<file path="src/rtl/assert_macros.svh">
// Assertion helpers for the remainder unit.
`ifndef ASSERT_MACROS_SVH
`define ASSERT_MACROS_SVH
`ifndef SYNTHESIS
`define FRMU_ASSERT(lbl, clk, rst, prop, msg) \
   lbl: assert property (@(posedge clk) disable iff (rst) prop) else $error(msg);
`define FRMU_NEVER(lbl, clk, rst, expr, msg) \
   lbl: assert property (@(posedge clk) disable iff (rst) !(expr)) else $error(msg);
`else
`define FRMU_ASSERT(lbl, clk, rst, prop, msg)
`define FRMU_NEVER(lbl, clk, rst, expr, msg)
`endif
`endif

</file>
<file path="src/rtl/frmu_pkg.sv">
package frmu_pkg;

   localparam int MANT_W        = 64;
   localparam int MANT_BITS_DEF = 64;
   localparam int EXP_W         = 16;
   localparam int EXT_W         = 18;
   localparam int LEFT_W        = 17;
   localparam int QB_W          = 7;

   localparam logic [1:0] CLS_ZERO   = 2'd0;
   localparam logic [1:0] CLS_FINITE = 2'd1;
   localparam logic [1:0] CLS_INF    = 2'd2;
   localparam logic [1:0] CLS_NAN    = 2'd3;

   localparam logic OP_IEEE = 1'b0;
   localparam logic OP_MOD  = 1'b1;

   typedef struct packed {
      logic              op;
      logic              x_sign;
      logic [EXP_W-1:0]  x_exp;
      logic [MANT_W-1:0] x_mant;
      logic [1:0]        x_class;
      logic              y_sign;
      logic [EXP_W-1:0]  y_exp;
      logic [MANT_W-1:0] y_mant;
      logic [1:0]        y_class;
   } req_payload_type;

   typedef struct packed {
      logic              r_sign;
      logic [EXP_W-1:0]  r_exp;
      logic [MANT_W-1:0] r_mant;
      logic [1:0]        r_class;
      logic [QB_W-1:0]   quotient_bits;
      logic              quotient_sign;
      logic              quotient_valid;
   } rsp_payload_type;

   typedef struct packed {
      logic load;
      logic norm_x;
      logic norm_y;
      logic check;
      logic div_step;
      logic round;
      logic norm_r;
   } cmd_type;

   typedef struct packed {
      logic x_norm_done;
      logic y_norm_done;
      logic chk_early;
      logic chk_div;
      logic div_exact;
      logic div_last;
      logic r_norm_done;
   } status_type;

endpackage

</file>
<file path="src/rtl/frmu_req_if.sv">
interface frmu_req_if;
   import frmu_pkg::*;
   logic              valid;
   logic              ready;
   logic              op;
   logic              x_sign;
   logic [EXP_W-1:0]  x_exp;
   logic [MANT_W-1:0] x_mant;
   logic [1:0]        x_class;
   logic              y_sign;
   logic [EXP_W-1:0]  y_exp;
   logic [MANT_W-1:0] y_mant;
   logic [1:0]        y_class;

   modport source (output valid, op, x_sign, x_exp, x_mant, x_class,
                   y_sign, y_exp, y_mant, y_class, input ready);
   modport sink (input valid, op, x_sign, x_exp, x_mant, x_class,
                 y_sign, y_exp, y_mant, y_class, output ready);
endinterface

</file>
<file path="src/rtl/frmu_rsp_if.sv">
interface frmu_rsp_if;
   import frmu_pkg::*;
   logic              valid;
   logic              ready;
   logic              r_sign;
   logic [EXP_W-1:0]  r_exp;
   logic [MANT_W-1:0] r_mant;
   logic [1:0]        r_class;
   logic [QB_W-1:0]   quotient_bits;
   logic              quotient_sign;
   logic              quotient_valid;

   modport source (output valid, r_sign, r_exp, r_mant, r_class, quotient_bits,
                   quotient_sign, quotient_valid, input ready);
   modport sink (input valid, r_sign, r_exp, r_mant, r_class, quotient_bits,
                 quotient_sign, quotient_valid, output ready);
endinterface

</file>
<file path="src/rtl/frmu_ctrl.sv">
module frmu_ctrl
   import frmu_pkg::*;
(
   input  logic       clock,
   input  logic       reset,
   input  logic       in_valid,
   output logic       in_ready,
   output logic       out_valid,
   input  logic       out_ready,
   input  status_type status,
   output cmd_type    cmd
);

   localparam logic [2:0] ST_IDLE   = 3'd0;
   localparam logic [2:0] ST_NORM_X = 3'd1;
   localparam logic [2:0] ST_NORM_Y = 3'd2;
   localparam logic [2:0] ST_CHECK  = 3'd3;
   localparam logic [2:0] ST_DIV    = 3'd4;
   localparam logic [2:0] ST_ROUND  = 3'd5;
   localparam logic [2:0] ST_NORM_R = 3'd6;
   localparam logic [2:0] ST_DONE   = 3'd7;

   logic [2:0] state_ff, state_in;

   // Both handshakes stay closed while reset is held, so no beat is taken
   // or delivered that the reset would then throw away.
   assign in_ready  = (state_ff == ST_IDLE) && !reset;
   assign out_valid = (state_ff == ST_DONE) && !reset;

   always_comb begin
      state_in = state_ff;
      cmd      = '0;
      case (state_ff)
         ST_IDLE: begin
            if (in_valid) begin
               cmd.load = 1'b1;
               state_in = ST_NORM_X;
            end
         end
         ST_NORM_X: begin
            cmd.norm_x = 1'b1;
            if (status.x_norm_done) state_in = ST_NORM_Y;
         end
         ST_NORM_Y: begin
            cmd.norm_y = 1'b1;
            if (status.y_norm_done) state_in = ST_CHECK;
         end
         ST_CHECK: begin
            cmd.check = 1'b1;
            if (status.chk_early) state_in = ST_DONE;
            else if (status.chk_div) state_in = ST_DIV;
            else state_in = ST_NORM_R;
         end
         ST_DIV: begin
            cmd.div_step = 1'b1;
            if (status.div_exact) state_in = ST_DONE;
            else if (status.div_last) state_in = ST_ROUND;
         end
         ST_ROUND: begin
            cmd.round = 1'b1;
            state_in  = ST_NORM_R;
         end
         ST_NORM_R: begin
            cmd.norm_r = 1'b1;
            if (status.r_norm_done) state_in = ST_DONE;
         end
         ST_DONE: begin
            if (out_ready) state_in = ST_IDLE;
         end
         default: state_in = ST_IDLE;
      endcase
   end

   always_ff @(posedge clock) begin
      if (reset) state_ff <= ST_IDLE;
      else state_ff <= state_in;
   end

endmodule

</file>
<file path="src/rtl/frmu_datapath.sv">
module frmu_datapath
   import frmu_pkg::*;
#(
   parameter int MANT_BITS = MANT_BITS_DEF
) (
   input  logic            clock,
   input  req_payload_type req,
   input  cmd_type         cmd,
   output status_type      status,
   output rsp_payload_type rsp
);

   localparam logic [MANT_W-1:0] MANT_MASK = ~{MANT_W{1'b0}} << (MANT_W - MANT_BITS);

   logic                    mode_ff, mode_in;
   logic                    xs_ff, xs_in, ys_ff, ys_in;
   logic signed [EXT_W-1:0] xe_ff, xe_in, ye_ff, ye_in;
   logic [MANT_W-1:0]       xm_ff, xm_in, ym_ff, ym_in;
   logic [1:0]              xc_ff, xc_in, yc_ff, yc_in;
   logic [MANT_W-1:0]       acc_ff, acc_in;
   logic                    carry_ff, carry_in, neg_ff, neg_in;
   logic [QB_W-1:0]         quo_ff, quo_in;
   logic [LEFT_W-1:0]       left_ff, left_in;
   logic signed [EXT_W-1:0] rex_ff, rex_in;
   rsp_payload_type         rsp_ff, rsp_in;

   logic [MANT_W-1:0]       xm_ld, ym_ld, sub_acc, sh_acc, dbl;
   logic [1:0]              xc_ld, yc_ld;
   logic signed [EXT_W-1:0] diff;
   logic                    invalid, pass, take, gt, eq;
   logic [QB_W-1:0]         q_inc, q_sel;

   always_comb begin
      xm_ld = req.x_mant & MANT_MASK;
      ym_ld = req.y_mant & MANT_MASK;
      xc_ld = req.x_class;
      yc_ld = req.y_class;
      if (xc_ld == CLS_FINITE && xm_ld == '0) xc_ld = CLS_ZERO;
      if (yc_ld == CLS_FINITE && ym_ld == '0) yc_ld = CLS_ZERO;
   end

   assign diff    = xe_ff - ye_ff;
   assign invalid = (xc_ff == CLS_NAN) || (yc_ff == CLS_NAN) || (xc_ff == CLS_INF)
                    || (yc_ff == CLS_ZERO);
   assign pass    = (xc_ff == CLS_ZERO) || (yc_ff == CLS_INF);
   assign take    = carry_ff || (acc_ff > ym_ff);
   assign sub_acc = take ? (acc_ff - ym_ff) : acc_ff;
   assign q_inc   = quo_ff + 7'd1;
   assign q_sel   = take ? q_inc : quo_ff;
   assign sh_acc  = {sub_acc[MANT_W-2:0], 1'b0};
   assign dbl     = {acc_ff[MANT_W-2:0], 1'b0};
   assign gt      = acc_ff[MANT_W-1] || (dbl > ym_ff);
   assign eq      = !acc_ff[MANT_W-1] && (dbl == ym_ff);

   assign status.x_norm_done = !(xc_ff == CLS_FINITE && !xm_ff[MANT_W-1]);
   assign status.y_norm_done = !(yc_ff == CLS_FINITE && !ym_ff[MANT_W-1]);
   assign status.chk_early   = invalid || pass;
   assign status.chk_div     = !diff[EXT_W-1];
   assign status.div_exact   = !carry_ff && (acc_ff == ym_ff);
   assign status.div_last    = (left_ff == '0);
   assign status.r_norm_done = acc_ff[MANT_W-1];

   always_comb begin
      mode_in  = mode_ff;
      xs_in    = xs_ff;   xe_in = xe_ff;   xm_in = xm_ff;   xc_in = xc_ff;
      ys_in    = ys_ff;   ye_in = ye_ff;   ym_in = ym_ff;   yc_in = yc_ff;
      acc_in   = acc_ff;  carry_in = carry_ff;  neg_in = neg_ff;
      quo_in   = quo_ff;  left_in = left_ff;    rex_in = rex_ff;
      rsp_in   = rsp_ff;

      if (cmd.load) begin
         mode_in = req.op;
         xs_in   = req.x_sign;
         ys_in   = req.y_sign;
         xc_in   = xc_ld;
         yc_in   = yc_ld;
         xm_in   = (xc_ld == CLS_ZERO) ? '0 : xm_ld;
         ym_in   = (yc_ld == CLS_ZERO) ? '0 : ym_ld;
         xe_in   = (xc_ld == CLS_ZERO) ? '0 : EXT_W'($signed(req.x_exp));
         ye_in   = (yc_ld == CLS_ZERO) ? '0 : EXT_W'($signed(req.y_exp));
         quo_in  = '0;
      end

      if (cmd.norm_x && !status.x_norm_done) begin
         xm_in = {xm_ff[MANT_W-2:0], 1'b0};
         xe_in = xe_ff - 18'sd1;
      end

      if (cmd.norm_y && !status.y_norm_done) begin
         ym_in = {ym_ff[MANT_W-2:0], 1'b0};
         ye_in = ye_ff - 18'sd1;
      end

      if (cmd.check) begin
         neg_in   = xs_ff;
         acc_in   = xm_ff;
         carry_in = 1'b0;
         left_in  = diff[LEFT_W-1:0];
         rex_in   = xe_ff;
         rsp_in.quotient_sign  = xs_ff ^ ys_ff;
         rsp_in.quotient_valid = 1'b1;
         if (invalid) begin
            rsp_in.r_sign         = 1'b0;
            rsp_in.r_exp          = '0;
            rsp_in.r_mant         = MANT_MASK;
            rsp_in.r_class        = CLS_NAN;
            rsp_in.quotient_bits  = '0;
            rsp_in.quotient_sign  = 1'b0;
            rsp_in.quotient_valid = 1'b0;
         end else if (pass) begin
            rsp_in.r_sign        = xs_ff;
            rsp_in.r_exp         = xe_ff[EXP_W-1:0];
            rsp_in.r_mant        = xm_ff;
            rsp_in.r_class       = xc_ff;
            rsp_in.quotient_bits = '0;
         end else if (diff[EXT_W-1]) begin
            // Dividend below divisor: only IEEE x > y/2 moves the quotient.
            if (mode_ff == OP_IEEE && diff == -18'sd1 && xm_ff > ym_ff) begin
               acc_in = ym_ff - (xm_ff - ym_ff);
               neg_in = !xs_ff;
               quo_in = 7'd1;
            end
         end
      end

      if (cmd.div_step) begin
         if (status.div_exact) begin
            rsp_in.r_sign        = 1'b0;
            rsp_in.r_exp         = '0;
            rsp_in.r_mant        = '0;
            rsp_in.r_class       = CLS_ZERO;
            rsp_in.quotient_bits = (left_ff < 17'd7) ? (q_inc << left_ff[2:0]) : '0;
         end else if (status.div_last) begin
            acc_in   = sub_acc;
            quo_in   = q_sel;
            carry_in = 1'b0;
         end else begin
            left_in  = left_ff - 17'd1;
            quo_in   = {q_sel[QB_W-2:0], 1'b0};
            carry_in = sub_acc[MANT_W-1];
            acc_in   = sh_acc;
         end
      end

      if (cmd.round) begin
         rex_in = ye_ff;
         if (mode_ff == OP_IEEE && (gt || (eq && quo_ff[0]))) begin
            acc_in = ym_ff - acc_ff;
            neg_in = !neg_ff;
            quo_in = q_inc;
         end
      end

      if (cmd.norm_r) begin
         if (acc_ff[MANT_W-1]) begin
            rsp_in.r_sign        = neg_ff;
            rsp_in.r_exp         = rex_ff[EXP_W-1:0];
            rsp_in.r_mant        = acc_ff;
            rsp_in.r_class       = CLS_FINITE;
            rsp_in.quotient_bits = quo_ff;
         end else begin
            acc_in = {acc_ff[MANT_W-2:0], 1'b0};
            rex_in = rex_ff - 18'sd1;
         end
      end
   end

   always_ff @(posedge clock) begin
      mode_ff  <= mode_in;
      xs_ff    <= xs_in;   xe_ff <= xe_in;   xm_ff <= xm_in;   xc_ff <= xc_in;
      ys_ff    <= ys_in;   ye_ff <= ye_in;   ym_ff <= ym_in;   yc_ff <= yc_in;
      acc_ff   <= acc_in;  carry_ff <= carry_in;  neg_ff <= neg_in;
      quo_ff   <= quo_in;  left_ff <= left_in;    rex_ff <= rex_in;
      rsp_ff   <= rsp_in;
   end

   assign rsp = rsp_ff;

endmodule

</file>
<file path="src/rtl/float_remainder_modulo_unit_core.sv">
// Extended-precision floating-point remainder and modulo unit.
//
// The request channel carries one beat per operation: the mode (IEEE
// remainder with ties to even, or truncating modulo) and two operands as
// sign, unbiased exponent, 64-bit mantissa and class. The response channel
// returns one beat per request: the exact normalized remainder, its class,
// the low seven quotient bits, the quotient sign and a quotient valid flag.
//
// One operation is in flight at a time; req ready is high only while the
// unit is idle, and the next request can be taken in the cycle after the
// response beat is delivered. After a request is accepted, the unit
// normalizes the dividend and then the divisor by left shifts, runs one
// check step, then D + 1 shift-subtract steps where D is the exponent
// difference, one rounding step, and finally normalizes the remainder by
// left shifts. The shift-subtract loop produces one quotient bit per cycle
// through a single 64-bit subtractor and dominates the run time at the
// widest exponent spread. A negative difference skips the loop and the
// rounding step; an exact match in the loop ends the operation there;
// invalid and pass-through cases end after the check step.
//
// Reset returns the controller to idle and holds both handshakes low. A
// stalled receiver holds the response beat in its output register, and no
// new request is taken until that beat is delivered.
`include "assert_macros.svh"

module float_remainder_modulo_unit_core
   import frmu_pkg::*;
#(
   parameter int MANT_BITS = MANT_BITS_DEF
) (
   input  logic              clock,
   input  logic              reset,
   frmu_req_if.sink          req_chan,
   frmu_rsp_if.source        rsp_chan
);

   cmd_type         cmd;
   status_type      status;
   req_payload_type req_pl;
   rsp_payload_type rsp_pl;
   logic            no_quotient, finite_out, stalled;

   // Gather the request fields into one payload word for the datapath.
   assign req_pl = '{op: req_chan.op, x_sign: req_chan.x_sign, x_exp: req_chan.x_exp,
                     x_mant: req_chan.x_mant, x_class: req_chan.x_class,
                     y_sign: req_chan.y_sign, y_exp: req_chan.y_exp,
                     y_mant: req_chan.y_mant, y_class: req_chan.y_class};

   frmu_ctrl u_ctrl (
      .clock     (clock),
      .reset     (reset),
      .in_valid  (req_chan.valid),
      .in_ready  (req_chan.ready),
      .out_valid (rsp_chan.valid),
      .out_ready (rsp_chan.ready),
      .status    (status),
      .cmd       (cmd)
   );

   frmu_datapath #(.MANT_BITS(MANT_BITS)) u_datapath (
      .clock  (clock),
      .req    (req_pl),
      .cmd    (cmd),
      .status (status),
      .rsp    (rsp_pl)
   );

   // The response beat comes straight from the result register.
   assign rsp_chan.r_sign         = rsp_pl.r_sign;
   assign rsp_chan.r_exp          = rsp_pl.r_exp;
   assign rsp_chan.r_mant         = rsp_pl.r_mant;
   assign rsp_chan.r_class        = rsp_pl.r_class;
   assign rsp_chan.quotient_bits  = rsp_pl.quotient_bits;
   assign rsp_chan.quotient_sign  = rsp_pl.quotient_sign;
   assign rsp_chan.quotient_valid = rsp_pl.quotient_valid;

   // Short names for the conditions that the checks below start from.
   assign no_quotient = rsp_chan.valid && !rsp_chan.quotient_valid;
   assign finite_out  = rsp_chan.valid && (rsp_chan.r_class == CLS_FINITE);
   assign stalled     = rsp_chan.valid && !rsp_chan.ready;

   // The unit never takes a request while a response is pending.
   `FRMU_NEVER(a_one_in_flight, clock, reset, req_chan.ready && rsp_chan.valid, "busy overlap")
   // A cleared quotient flag only goes with the default NaN.
   `FRMU_ASSERT(a_nan_flag, clock, reset, no_quotient |-> rsp_chan.r_class == CLS_NAN, "no NaN")
   // A finite remainder is always delivered normalized.
   `FRMU_ASSERT(a_norm_out, clock, reset, finite_out |-> rsp_chan.r_mant[MANT_W-1], "bad mantissa")
   // A stalled response stays presented.
   `FRMU_ASSERT(a_hold, clock, reset, stalled |=> rsp_chan.valid, "response dropped")

endmodule

</file>
<file path="src/flat_wrapper.sv">
// flat-port wrapper written by rule: the top's interface ports become plain ports
module float_remainder_modulo_unit_core_flat import frmu_pkg::*;
#(
   parameter int MANT_BITS = MANT_BITS_DEF
)
  (clock, reset, req_chan_valid, req_chan_op, req_chan_x_sign, req_chan_x_exp, req_chan_x_mant, req_chan_x_class, req_chan_y_sign, req_chan_y_exp, req_chan_y_mant, req_chan_y_class, req_chan_ready, rsp_chan_valid, rsp_chan_r_sign, rsp_chan_r_exp, rsp_chan_r_mant, rsp_chan_r_class, rsp_chan_quotient_bits, rsp_chan_quotient_sign, rsp_chan_quotient_valid, rsp_chan_ready);
  frmu_req_if req_chan_i ();
  frmu_rsp_if rsp_chan_i ();
  input  logic clock;
  input  logic reset;
  input wire logic [$bits(req_chan_i.valid)-1:0] req_chan_valid;
  input wire logic [$bits(req_chan_i.op)-1:0] req_chan_op;
  input wire logic [$bits(req_chan_i.x_sign)-1:0] req_chan_x_sign;
  input wire logic [$bits(req_chan_i.x_exp)-1:0] req_chan_x_exp;
  input wire logic [$bits(req_chan_i.x_mant)-1:0] req_chan_x_mant;
  input wire logic [$bits(req_chan_i.x_class)-1:0] req_chan_x_class;
  input wire logic [$bits(req_chan_i.y_sign)-1:0] req_chan_y_sign;
  input wire logic [$bits(req_chan_i.y_exp)-1:0] req_chan_y_exp;
  input wire logic [$bits(req_chan_i.y_mant)-1:0] req_chan_y_mant;
  input wire logic [$bits(req_chan_i.y_class)-1:0] req_chan_y_class;
  output wire logic [$bits(req_chan_i.ready)-1:0] req_chan_ready;
  output wire logic [$bits(rsp_chan_i.valid)-1:0] rsp_chan_valid;
  output wire logic [$bits(rsp_chan_i.r_sign)-1:0] rsp_chan_r_sign;
  output wire logic [$bits(rsp_chan_i.r_exp)-1:0] rsp_chan_r_exp;
  output wire logic [$bits(rsp_chan_i.r_mant)-1:0] rsp_chan_r_mant;
  output wire logic [$bits(rsp_chan_i.r_class)-1:0] rsp_chan_r_class;
  output wire logic [$bits(rsp_chan_i.quotient_bits)-1:0] rsp_chan_quotient_bits;
  output wire logic [$bits(rsp_chan_i.quotient_sign)-1:0] rsp_chan_quotient_sign;
  output wire logic [$bits(rsp_chan_i.quotient_valid)-1:0] rsp_chan_quotient_valid;
  input wire logic [$bits(rsp_chan_i.ready)-1:0] rsp_chan_ready;
  assign req_chan_i.valid = req_chan_valid;
  assign req_chan_i.op = req_chan_op;
  assign req_chan_i.x_sign = req_chan_x_sign;
  assign req_chan_i.x_exp = req_chan_x_exp;
  assign req_chan_i.x_mant = req_chan_x_mant;
  assign req_chan_i.x_class = req_chan_x_class;
  assign req_chan_i.y_sign = req_chan_y_sign;
  assign req_chan_i.y_exp = req_chan_y_exp;
  assign req_chan_i.y_mant = req_chan_y_mant;
  assign req_chan_i.y_class = req_chan_y_class;
  assign req_chan_ready = req_chan_i.ready;
  assign rsp_chan_valid = rsp_chan_i.valid;
  assign rsp_chan_r_sign = rsp_chan_i.r_sign;
  assign rsp_chan_r_exp = rsp_chan_i.r_exp;
  assign rsp_chan_r_mant = rsp_chan_i.r_mant;
  assign rsp_chan_r_class = rsp_chan_i.r_class;
  assign rsp_chan_quotient_bits = rsp_chan_i.quotient_bits;
  assign rsp_chan_quotient_sign = rsp_chan_i.quotient_sign;
  assign rsp_chan_quotient_valid = rsp_chan_i.quotient_valid;
  assign rsp_chan_i.ready = rsp_chan_ready;
  float_remainder_modulo_unit_core #(.MANT_BITS(MANT_BITS)) u_core (.clock(clock), .reset(reset), .req_chan(req_chan_i), .rsp_chan(rsp_chan_i));
endmodule
</file>
<file path="config.mk">
export PLATFORM = sky130hd
export DESIGN_NAME = float_remainder_modulo_unit_core_flat
export DESIGN_NICKNAME = d
export VERILOG_FILES = /design/src/rtl/frmu_pkg.sv /design/src/rtl/frmu_req_if.sv /design/src/rtl/frmu_rsp_if.sv /design/src/rtl/frmu_ctrl.sv /design/src/rtl/frmu_datapath.sv /design/src/rtl/float_remainder_modulo_unit_core.sv /design/src/flat_wrapper.sv
export VERILOG_INCLUDE_DIRS = /design/src /design/src/rtl
export SDC_FILE = /design/constraint.sdc
export NUM_CORES = 2
export LEC_CHECK = 0
export BUFFER_PORTS_ARGS = -buffer_cell sky130_fd_sc_hd__clkbuf_2
export CAP_MARGIN = 10
export CORE_MARGIN = 2
export CORE_UTILIZATION = 63
export DETAILED_ROUTE_END_ITERATION = 12
export PLACE_DENSITY = 0.87
export SLEW_MARGIN = 25
export SYNTH_ARGS = -nofsm -noshare
export SYNTH_HDL_FRONTEND = slang
export SYNTH_SLANG_ARGS = --single-unit
</file>
<file path="constraint.sdc">
create_clock -name clock -period 4 [get_ports clock]
set_input_delay 0.4 -clock clock [delete_from_list [all_inputs] [get_ports clock]]
set_output_delay 0.4 -clock clock [all_outputs]
set_load 0.02 [all_outputs]
</file>
==> results.toml, run 1 <==
[outcome]
status = "stopped before the end"
lastStage = "global routing"
firstError = "[ERROR GRT-0232] Routing congestion too high. Check the congestion heatmap in the GUI."

[synthesis]
ys_seq_area_share_pct = 26.1
ys_types = 103
synth_edf_count = 171
synth_area_um2 = 35200
ys_ff_latch = 372
synth_ff_type = "dfxtp_1"
avgSynthCellArea_um2 = 7.57
yosysWarnings = 0
syn-num-nets = 5155
async_flop_share_pct = 0
postSynthCellCount = 4642

[cts]
cts_buffer_depth = 3
cts_made_buffers = 44
cts_root_buf = "clkbuf_16"
numClockSinks = 372
htreeDepth = 2

[die]
start_util_pct = 63.8
chipWidth_um = 240
ioPinCount = 265
die_y_um = 240
rows = 86

[timing]
worstEndpointGrtRepair = "u_core.u_datapath.acc_ff[31]$_DFF_P_/D"
endpoint_type = "register data pin"

[global_routing]
antenna_found_initial = 41
grt_overflow = 145
grt_start_max_net_pins = 93
grt_usage_pct = 76.9

[place]
dp_hpwl_um = 128000
place_congestion = 1.12
pre_cts_ws_ns = -0.298
numPortBuffers = 264
routing by layer:
metal	overflow	global-route usage, %
met5	0	46.2
met3	20	65.5
met1	15	80.9
met2	60	90.2
met4	50	62.9
per-stage QoR:
step | setup TNS (ns) | area (um^2) | hold slack [ns] | cells | utilization (%)
after floorplan | 0 | 35200 | 0.446 | 4642 | -
after detailed placement | -3.61 | 41300 | 0.494 | 6006 | 75.1
after CTS | 0 | 42900 | 0.0356 | 6094 | 77.9
after global placement | -0.549 | 41300 | 0.459 | 6006 | 75.1
cells by family after synthesis:
family | after synthesis | synth area share [%]
xor+xnor | 241 | 6.03
fa+ha+maj | 342 | 12.3
simple gates | 1420 | 18.3
mux | 36 | 1.03
flops | 372 | 26.1
buf+inv | 559 | 6.33
compound gates | 1672 | 30.0
cells in the mapped netlist (13+ instances only):
cell type / n / share of area [%]
nand2_1: 640 / 6.8
o21ai_0: 489 / 7.0
a21oi_1: 484 / 6.9
ha_1: 338 / 12
nor2_1: 300 / 3.2
inv_1: 283 / 3.0
dfxtp_1: 201 / 11
clkbuf_1: 187 / 2.0
edfxtp_1: 171 / 15
xnor2_1: 166 / 4.1
nand3_1: 85 / 1.2
nand4_1: 83 / 1.5
a21o_1: 75 / 1.6
xor2_1: 74 / 1.8
a211oi_1: 71 / 1.5
nor3_1: 70 / 1.0
o22ai_1: 70 / 1.2
nor4_1: 67 / 1.2
a311o_1: 65 / 1.9
o21bai_1: 59 / 1.3
buf_2: 55 / 0.78
o211ai_1: 55 / 1.2
a31oi_1: 40 / 0.71
a221oi_1: 36 / 0.90
mux2i_1: 35 / 1.0
o21a_1: 34 / 0.73
nand2b_1: 32 / 0.57
nor2b_1: 29 / 0.52
o31ai_1: 22 / 0.47
or3_1: 21 / 0.37
and3_1: 19 / 0.34
buf_1: 17 / 0.18
a21boi_0: 15 / 0.32
and2_1: 15 / 0.27
o21ai_1: 14 / 0.20
o221ai_1: 13 / 0.32
repair_timing:
action,CTS
endpoints found under the setup margin,59
resized for setup,25
pin swaps,3
hold buffers,2
hold endpoints to repair,2
buffers inserted,5
==> run 2: changes to the inputs <==
--- a/config.mk
+++ b/config.mk
@@ -9,9 +9,9 @@
 export BUFFER_PORTS_ARGS = -buffer_cell sky130_fd_sc_hd__clkbuf_2
 export CAP_MARGIN = 10
 export CORE_MARGIN = 2
-export CORE_UTILIZATION = 63
+export CORE_UTILIZATION = 40
 export DETAILED_ROUTE_END_ITERATION = 12
-export PLACE_DENSITY = 0.87
+export PLACE_DENSITY_LB_ADDON = 0.15
 export SLEW_MARGIN = 25
 export SYNTH_ARGS = -nofsm -noshare
 export SYNTH_HDL_FRONTEND = slang
==> results.toml, run 2 <==
[global_routing]
grt_pass1_vias = 37865
grt_pass1_wl_um = 251000
grt_overflow = 0
grt_start_max_net_pins = 83
grt_usage_pct = 37.1
antenna_found_initial = 8

[cts]
cts_root_buf = "clkbuf_16"
clkSlewWorstSetupHoldPaths_ns = 0.06
tritoncts = "done"
htreeDepth = 2
cts_made_buffers = 50
clock_latency_ns = 0.66
numClockSinks = 372
cts_buffer_depth = 3

[timing]
fin_skew_ns = 0.0296
max_freq_ghz = 0.254
fin_crit_ns = 3.93
report.final.slew_viol_count = 0
hold_viol = 0
tightest_slew_ns = 0.940
rsz0062_at_grt = "yes"
min_period_over_period_pct = 98.3
holdWs_ns = 0.0276
slew_headroom_pct = 37.3
setup_viol = 0

[synthesis]
ys_seq_area_share_pct = 26.1
synth_ff_type = "dfxtp_1"
synth_top_area_cell = "edfxtp_1"
synth_top_cell_area_share_pct = 14.6
yosysWarnings = 0
async_flop_share_pct = 0
ys_top_cells_by_area = "edfxtp_1, ha_1, dfxtp_1"
yosys-top-cells-count = "nand2_1, o21ai_0, a21oi_1"
synth_edf_count = 171
ys_types = 103
synth_area_um2 = 35200
ys_ff_latch = 372
postSynthCellCount = 4642
syn-num-nets = 5155
synth.most_common_cell = "nand2_1"
avgSynthCellArea_um2 = 7.57

[place]
place_congestion = 1.05
dp_hpwl_um = 140000
numPortBuffers = 264
dpl_cell_area_um2 = 42300

[route]
avgViaCountPerCell = 6.09
final_antenna_net_count = 0
wire_per_inst_um = 26.6
vias = 40176
drt_iter0_drc = 4339
wl_um = 175000
first_pass_iters = 8
drcViolationCount = 0

[setup_path]
startpoint_type = "flop"
startpoint = "u_core.u_datapath.ym_ff[6]"
crit_required_ns = 4.58
r2r-start = "u_core.u_datapath.ym_ff[6]"
worstSetupPathType = "reg2reg"
crit_end = "u_core.u_datapath.acc_ff[63]"
r2r_cells = 20
crit_arrival_ns = 4.52
path_max_fanout = 5
reg2reg_to = "u_core.u_datapath.acc_ff[63]"
endpoint_kind = "flop"
reg2reg_slack_ns = 0.07

[worst_hold_path]
min_path_cells = 3
min_path_type = "in2reg"

[cells_and_area]
final_common_cell = "buf_4"
layout_common_cells = "buf_4, nand2_1, o21ai_0"
multiInputGateArea_um2 = 24500
final_nets = 5905
drive_gt1_share_pct = 22.5
design_area_um2 = 45000
regArea_um2 = 9160
syn2layout_area_growth_pct = 28.1
largest_reg_flops = 92
fillers = 8642

[die]
start_util_pct = 40.5
die_y_um = 300
core_area_um2 = 86900
chipWidth_um = 300
dieArea_um2 = 90300
ioPinCount = 265
rows = 108

[pwr]
p_leak_uw = 0.0195
peakVddDrop_uv = 461
p_per_area_nw_per_um2 = 1070

[run]
cap_violations = 0

[outcome]
status = "finished, final reports clean"
## run 2: worst min path at each step
| stage | from | slack [ns] | to |
|---|---|---|---|
| floorplan | u_core.u_datapath.left_ff[16] | 0.45 | u_core.u_datapath.left_ff[16] |
| global placement | u_core.u_datapath.rsp[10] | 0.46 | u_core.u_datapath.rsp[10] |
| detailed placement | u_core.u_datapath.rsp[10] | 0.47 | u_core.u_datapath.rsp[10] |
| CTS | req_chan_x_mant[0] | 0.007 | u_core.u_datapath.xm_ff[0] |
| global route | req_chan_x_mant[0] | 0.03 | u_core.u_datapath.xm_ff[0] |
| finish | req_chan_x_mant[0] | 0.03 | u_core.u_datapath.xm_ff[0] |
## run 2: logic make-up after synthesis
kind of cell | after synthesis | synth area share [%]
xor gates and xnor gates | 241 | 6.03
and+or+nand+nor | 1420 | 18.3
adders and majority gates | 342 | 12.3
DFF | 372 | 26.1
AOI/OAI and AO/OA | 1672 | 30.0
muxes | 36 | 1.03
buffers and inverters | 559 | 6.33
## run 2: final cells by class
cell class                 count  area share [%]
tap                         1155            3.21
inverter                     286            2.39
timing repair buffer         971            15.7
multi-input combinational   3711            54.3
sequential                   372            20.3
clock buffer                  68            3.20
clock inverter                26           0.864
antenna                        4          0.0222
## run 2: per-stage QoR
stage,cells,power (uW),util [%],worst slack [ns],TNS [ns]
6_report,6593,48200,51.8,0.0666,0
5_1_grt,6590,51000,51.8,-0.0428,-0.167
4_1_cts,6569,46500,50.9,0.0000862,0
3_5_place_dp,6471,41000,48.7,-0.112,-1.67
3_3_place_gp,6470,41200,48.7,-0.0345,-0.0994
2_1_floorplan,4642,26900,-,0.404,0
## run 2: critical path, cell delays in order, from the launching register on
cell,delay (ns)
edfxtp_1,0.45
buf_4,0.18
ha_1,0.31
nand4_1,0.12
buf_4,0.17
buf_4,0.14
nor3_4,0.20
a2111oi_4,0.07
buf_6,0.16
a311oi_1,0.26
buf_4,0.21
o31ai_2,0.09
buf_4,0.17
a211oi_2,0.26
buf_4,0.18
buf_4,0.11
o221ai_1,0.13
xnor2_1,0.28
o21a_1,0.14
o21ai_1,0.07
a21oi_1,0.17
## run 2: repair_timing
item                       in CTS  in global routing
hold buffers                    3                  0
hold endpoints to repair        3                  0
gates cloned                    0                  4
pin swaps                       4                 52
buffers inserted                1                 17
gates resized for setup        11                131
setup endpoints to repair      42                 79
## run 2: power by group
| part | internal, uW | switching, uW |
|---|---|---|
| registers | 5910 | 1690 |
| logic | 14300 | 21100 |
| clock network | 3120 | 2030 |
| total | 23300 | 24800 |
## run 2: metal layers
metal  wire (um)  vias up  GRT usage, %
li1            -    18518             -
met1       74100    19379          50.1
met2       76500     1960          57.7
met3       16900      311          8.02
met4        7600        8          14.2
met5          54        -             0
No activity file was read; power rests on OpenSTA's default activity.
